## src/sv/arpsd_pkg.sv

```systemverilog
// Shared types and constants for the ARP reply spoof detector.
// No dependencies.
package arpsd_pkg;

  localparam int TABLE_DEPTH = 64;
  localparam int ADDR_W      = $clog2(TABLE_DEPTH);
  localparam int CNT_W       = $clog2(TABLE_DEPTH + 1);

  localparam int BYTE_W  = 8;
  localparam int POS_W   = 6;
  localparam int MAC_W   = 48;
  localparam int IP_W    = 32;
  localparam int ENTRY_W = IP_W + MAC_W;

  localparam logic [POS_W-1:0]  POS_OPCODE   = POS_W'(21);
  localparam logic [POS_W-1:0]  POS_MAC      = POS_W'(22);
  localparam logic [POS_W-1:0]  POS_IP       = POS_W'(28);
  localparam logic [POS_W-1:0]  POS_FULL     = POS_W'(32);
  localparam logic [BYTE_W-1:0] OPCODE_REPLY = BYTE_W'(2);

  typedef enum logic [1:0] {
    OUT_NONE  = 2'd0,
    OUT_HIT   = 2'd1,
    OUT_LEARN = 2'd2,
    OUT_FULL  = 2'd3
  } out_kind_t;

  typedef struct packed {
    logic      cap_en;
    logic      frame_clr;
    logic      scan_start;
    logic      scan_rd;
    logic      learn;
    logic      out_load;
    out_kind_t out_kind;
  } dp_cmd_t;

  typedef struct packed {
    logic reply_now;
    logic hit;
    logic more;
    logic full;
    logic out_busy;
  } dp_sts_t;

endpackage

```

## src/sv/arpsd_ctrl.sv

```systemverilog
// Controller: byte reception and table scan sequencing.
// Depends on arpsd_pkg.
module arpsd_ctrl import arpsd_pkg::*; (
  input  logic    clk,
  input  logic    rst_n,
  input  logic    in_valid,
  input  logic    in_last_byte,
  output logic    in_stall,
  input  dp_sts_t sts,
  output dp_cmd_t cmd
);

  typedef enum logic [1:0] {
    ST_RX   = 2'b01,
    ST_SCAN = 2'b10
  } state_t;

  state_t state_r, state_nxt;

  always_comb begin
    cmd       = '0;
    state_nxt = state_r;
    in_stall  = 1'b1;
    unique case (state_r)
      ST_RX: begin
        // hold the final byte while the previous result is still waiting
        in_stall = sts.out_busy && in_last_byte;
        if (in_valid && !in_stall) begin
          cmd.cap_en = 1'b1;
          if (in_last_byte) begin
            if (sts.reply_now) begin
              cmd.scan_start = 1'b1;
              state_nxt      = ST_SCAN;
            end else begin
              cmd.out_load  = 1'b1;
              cmd.out_kind  = OUT_NONE;
              cmd.frame_clr = 1'b1;
            end
          end
        end
      end
      ST_SCAN: begin
        priority if (sts.hit) begin
          cmd.out_load  = 1'b1;
          cmd.out_kind  = OUT_HIT;
          cmd.frame_clr = 1'b1;
          state_nxt     = ST_RX;
        end else if (sts.more) begin
          cmd.scan_rd = 1'b1;
        end else begin
          cmd.out_load  = 1'b1;
          cmd.frame_clr = 1'b1;
          if (sts.full) begin
            cmd.out_kind = OUT_FULL;
          end else begin
            cmd.learn    = 1'b1;
            cmd.out_kind = OUT_LEARN;
          end
          state_nxt = ST_RX;
        end
      end
      default: begin
        state_nxt = ST_RX;
      end
    endcase
  end

  always_ff @(posedge clk) begin
    if (!rst_n) begin
      state_r <= ST_RX;
    end else begin
      state_r <= state_nxt;
    end
  end

endmodule

```

## config.mk

```make
export PLATFORM = sky130hd
export DESIGN_NAME = arpsd_ctrl
export DESIGN_NICKNAME = d
export VERILOG_FILES = /design/src/sv/arpsd_pkg.sv /design/src/sv/arpsd_ctrl.sv
export SDC_FILE = /design/constraint.sdc
export NUM_CORES = 1
export LEC_CHECK = 0
export ABC_AREA = 1
export BUFFER_PORTS_ARGS = -buffer_cell sky130_fd_sc_hd__buf_2
export CORE_AREA = 2 2 39 41
export CTS_CLUSTER_SIZE = 24
export DETAILED_ROUTE_END_ITERATION = 10
export DIE_AREA = 0 0 41 43
export PLACE_DENSITY = 0.49
export SLEW_MARGIN = 20
export SYNTH_ARGS = -nofsm -noshare
export SYNTH_HDL_FRONTEND = slang
export SYNTH_SLANG_ARGS = --single-unit
```

## constraint.sdc

```tcl
create_clock -name clk -period 1.4 [get_ports clk]
set_clock_uncertainty 0.2 [all_clocks]
set_input_delay 0.07 -clock clk [delete_from_list [all_inputs] [get_ports clk]]
set_output_delay 0.07 -clock clk [all_outputs]
set_load 0.1 [all_outputs]
```

**After elaboration in Yosys (flattened, before gate mapping)**

Cells that the tools add are included.

- Bits in registers: 2
- Output and inout port bits: 9
- Word-level logic and storage cells: 38
- Input port bits: 9

- Reduce and logical (&&, ||, !) cells: 4
- Equal/unequal tests: 6
- Multiplexer cells: 27

Operators by type and width:

| operator | count |
|---|---|
| two-way mux 2 bit | 8 |
| two-way mux 3 bit | 5 |
| two-way mux 1 bit | 10 |
| inequality test 2 bit, second input constant | 3 |
| case mux 3 bit (2 select lines) | 1 |
| two-way mux 4 bit | 1 |
| case mux 2 bit (2 select lines) | 1 |
| AND reduction 4 bit | 1 |
| inequality test 3 bit, second input constant | 1 |
| == test 2 x 1 -> 1 bit, second input constant | 1 |
| == test 2 bit, second input constant | 1 |
| logical AND 1 bit | 2 |
| case mux 1 bit (2 select lines) | 1 |
| logical NOT 1 bit | 1 |

**Logic depth before layout (Yosys ltp)**

- Word-level depth: 5
- Mapped depth: 8
- Gate-level depth less buffers: 8

**Worst setup path before layout**

No wires, ideal clock.

- Path kind: register to output
- Start: register state_r[0]
- End: output port cmd[2] (netlist bit)
- Stages on the path, launching flop included: 4
- Arrival: 2,976 ps
- Path slack: -1,846 ps
- Buffers on the path: 0
- Data required time: 1,130 ps
- Cells stage by stage: dfxtp_1 -> inv_1 -> ha_1 -> o31ai_1

RTL lines:

| what | line | text |
|---|---|---|
| start: declaration | arpsd_ctrl.sv:18 | `state_t state_r, state_nxt;` |
| start signal: assignment | arpsd_ctrl.sv:72 | `state_r <= state_nxt;` |
| end: declaration | arpsd_ctrl.sv:10 | `output dp_cmd_t cmd` |

==> flow_summary.toml <==
[run_status]
status = "complete, but fails checks"
failed_checks = "setup timing"

[cts]
clk_latency_ps = 220
cts_tree = "done"
clock_sink_count = 2
htreeDepth = 1
numCtsBuffers = 3
clkTransAtPathRegs_ps = 30
cts_root_buf = "clkbuf_4"
cts.path.max_buffers = 2

[die]
die_w_um = 41
rows = 14
dieArea_um2 = 1760
io_pins = 18
die_y_um = 43
start_util_pct = 16.6
core_area_um2 = 1380

[routing]
drt_iter0_markers = 6
dr.pass1.iters = 4
num_vias = 340
drcViolationCount = 0
vias_per_cell = 4.20
drtAntennaViolNets = 0
routed_wl_um = 698
wl_per_cell_um = 8.62

[global_routing]
grt_max_degree = 5
grt.total_usage_pct = 10.9
grt_pass1_wl_mm = 1.26
antenna_found_initial = 0
grt_pass1_vias = 339
overflow = 0

[finish]
largestRegisters = "state_r x2"
largest_register_ffs = 2
finalInstanceArea_um2 = 686
seqCellArea_um2 = 42.5
syn2layout_area_growth_pct = 198
drive_gt1_share_pct = 75.4
fin_cells = 81
multi_input_area_um2 = 284
fin_nets = 78
fill_cells = 133
antennaDiodeCount = 0
top_register = "state_r"

[placement]
place.gp.congestion = 0.689
dp_hpwl_um = 578
post-place-ws_ps = -119
dpl.cell_count = 74
placed_area_um2 = 596
port_buffers = 17

[sta]
rsz0062_at_grt = "true"
hold_viol = 0
drv_slew = 0
setup_viol = 7
fmax_ghz = 0.614
hold-worst-slack_ps = 139
period_share_pct = 116
max_slew_margin_pct = 85.1
period_minus_slack_ps = 1630
worstMarginPinSlew_ps = 224
fin_ws_ps = -230

[logic_synthesis]
synth_seq_cells = 2
avgSynthCellArea_um2 = 6.06
synth_nets = 49
synthCells = 38
netlist_area_um2 = 230
synthDistinctLibCells = 11
synth_seq_area_share_pct = 17.4
ys_warn_count = 0

[worst_setup_path]
endpoint_kind = "primary output"
critical_path_class = "flip-flop to primary output"
cp.arrival_ps = 1360
worstSetupStartpointType = "flip-flop"
reg2regPathDepth = 8
crit_fanout = 3
crit_required_ps = 1130

[power_and_ir_drop]
ir_drop_uv = 1230
p_leak_nw = 0.316
power_w = 0.00102
powerDensity_nw_per_um2 = 1490

[worst_hold_path]
hold_path_depth = 5
hold_path_class = "primary input to flip-flop"

[job]
maxCapViolations = 0
==> per-layer routing <==
metal	part of all wire, %	GRT usage (%)
met2	57	17.8
met1	36	10.5
met5	0	0
met4	0	8.00
met3	6.6	3.66
==> final cells by class <==
type | count | area share (%)
sequential | 2 | 6.20
multi-input combinational | 28 | 41.4
clock buffer | 3 | 3.28
tap | 16 | 2.92
inverter | 8 | 4.93
timing repair buffer | 24 | 41.2
==> cells in the final DEF, fill, tap and decap left out, types with 2 or more instances in the layout <==
cell,count
buf_12,9
nand2_2,3
nand2_4,3
nor2_4,4
inv_2,2
buf_4,4
o31ai_4,2
clkbuf_4,3
nor2_1,2
ha_4,2
buf_2,8
inv_1,5
dfxtp_2,2
buf_6,2
nand2_1,7
==> path summary, 6_finish.rpt <==
path	startpoint	endpoint	slack, ps
worst max-delay path	state_r[0]$_SDFFE_PN1P_	cmd[6]	-230
worst min-delay path	in_valid	state_r[1]$_SDFFE_PN0P_	140
worst max register to register	state_r[0]$_SDFFE_PN1P_	state_r[0]$_SDFFE_PN1P_	20
worst min register to register	state_r[1]$_SDFFE_PN0P_	state_r[1]$_SDFFE_PN0P_	310
==> logic make-up after synthesis <==
kind of cell,Yosys count,share of synthesized area [%]
and+or+nand+nor,23,48.4
buffers and inverters,8,13.0
AOI/OAI and AO/OA,3,10.3
adders and majority gates,2,10.9
DFF,2,17.4
==> per-stage QoR <==
step | TNS (ps) | utilization [%]
finish | -1210 | 49.5
global route | -1710 | 49.5
CTS | -1280 | 47.5
detailed placement | -309 | 43.0
global placement | -312 | 43.0
floorplan | -1850 | -
==> power by group <==
group / internal [W] / switching (W)
Combinational: 0.000318 / 0.000483
Sequential: 0.0000781 / 0.0000147
Clock: 0.0000943 / 0.0000298
==> repair_timing <==
| action | in CTS | in global routing |
|---|---|---|
| resized for setup | 5 | 3 |
| gates cloned | 0 | 0 |
| endpoints found under the hold margin | 2 | 0 |
| setup buffers | 1 | 2 |
| setup endpoints to repair | 8 | 9 |
| hold buffers | 1 | 0 |
| pin swaps | 1 | 2 |
==> critical path, stage by stage, from the launching register on <==
cell     delay, ps
dfxtp_2        320
inv_2           40
ha_4           200
buf_4          160
o31ai_4        210
buf_12         210
==> cells in the mapped netlist (all sizes together) <==
library cell | n | area, µm²
a21oi | 1 | 8.76
dfxtp | 2 | 40.0
ha | 2 | 25.0
inv | 8 | 30.0
nand2 | 13 | 56.3
nand3 | 2 | 20.0
nand3b | 1 | 7.51
nor2 | 6 | 22.5
nor3 | 1 | 5.00
o31ai | 2 | 15.0
Power figures use the tool's default switching activity.
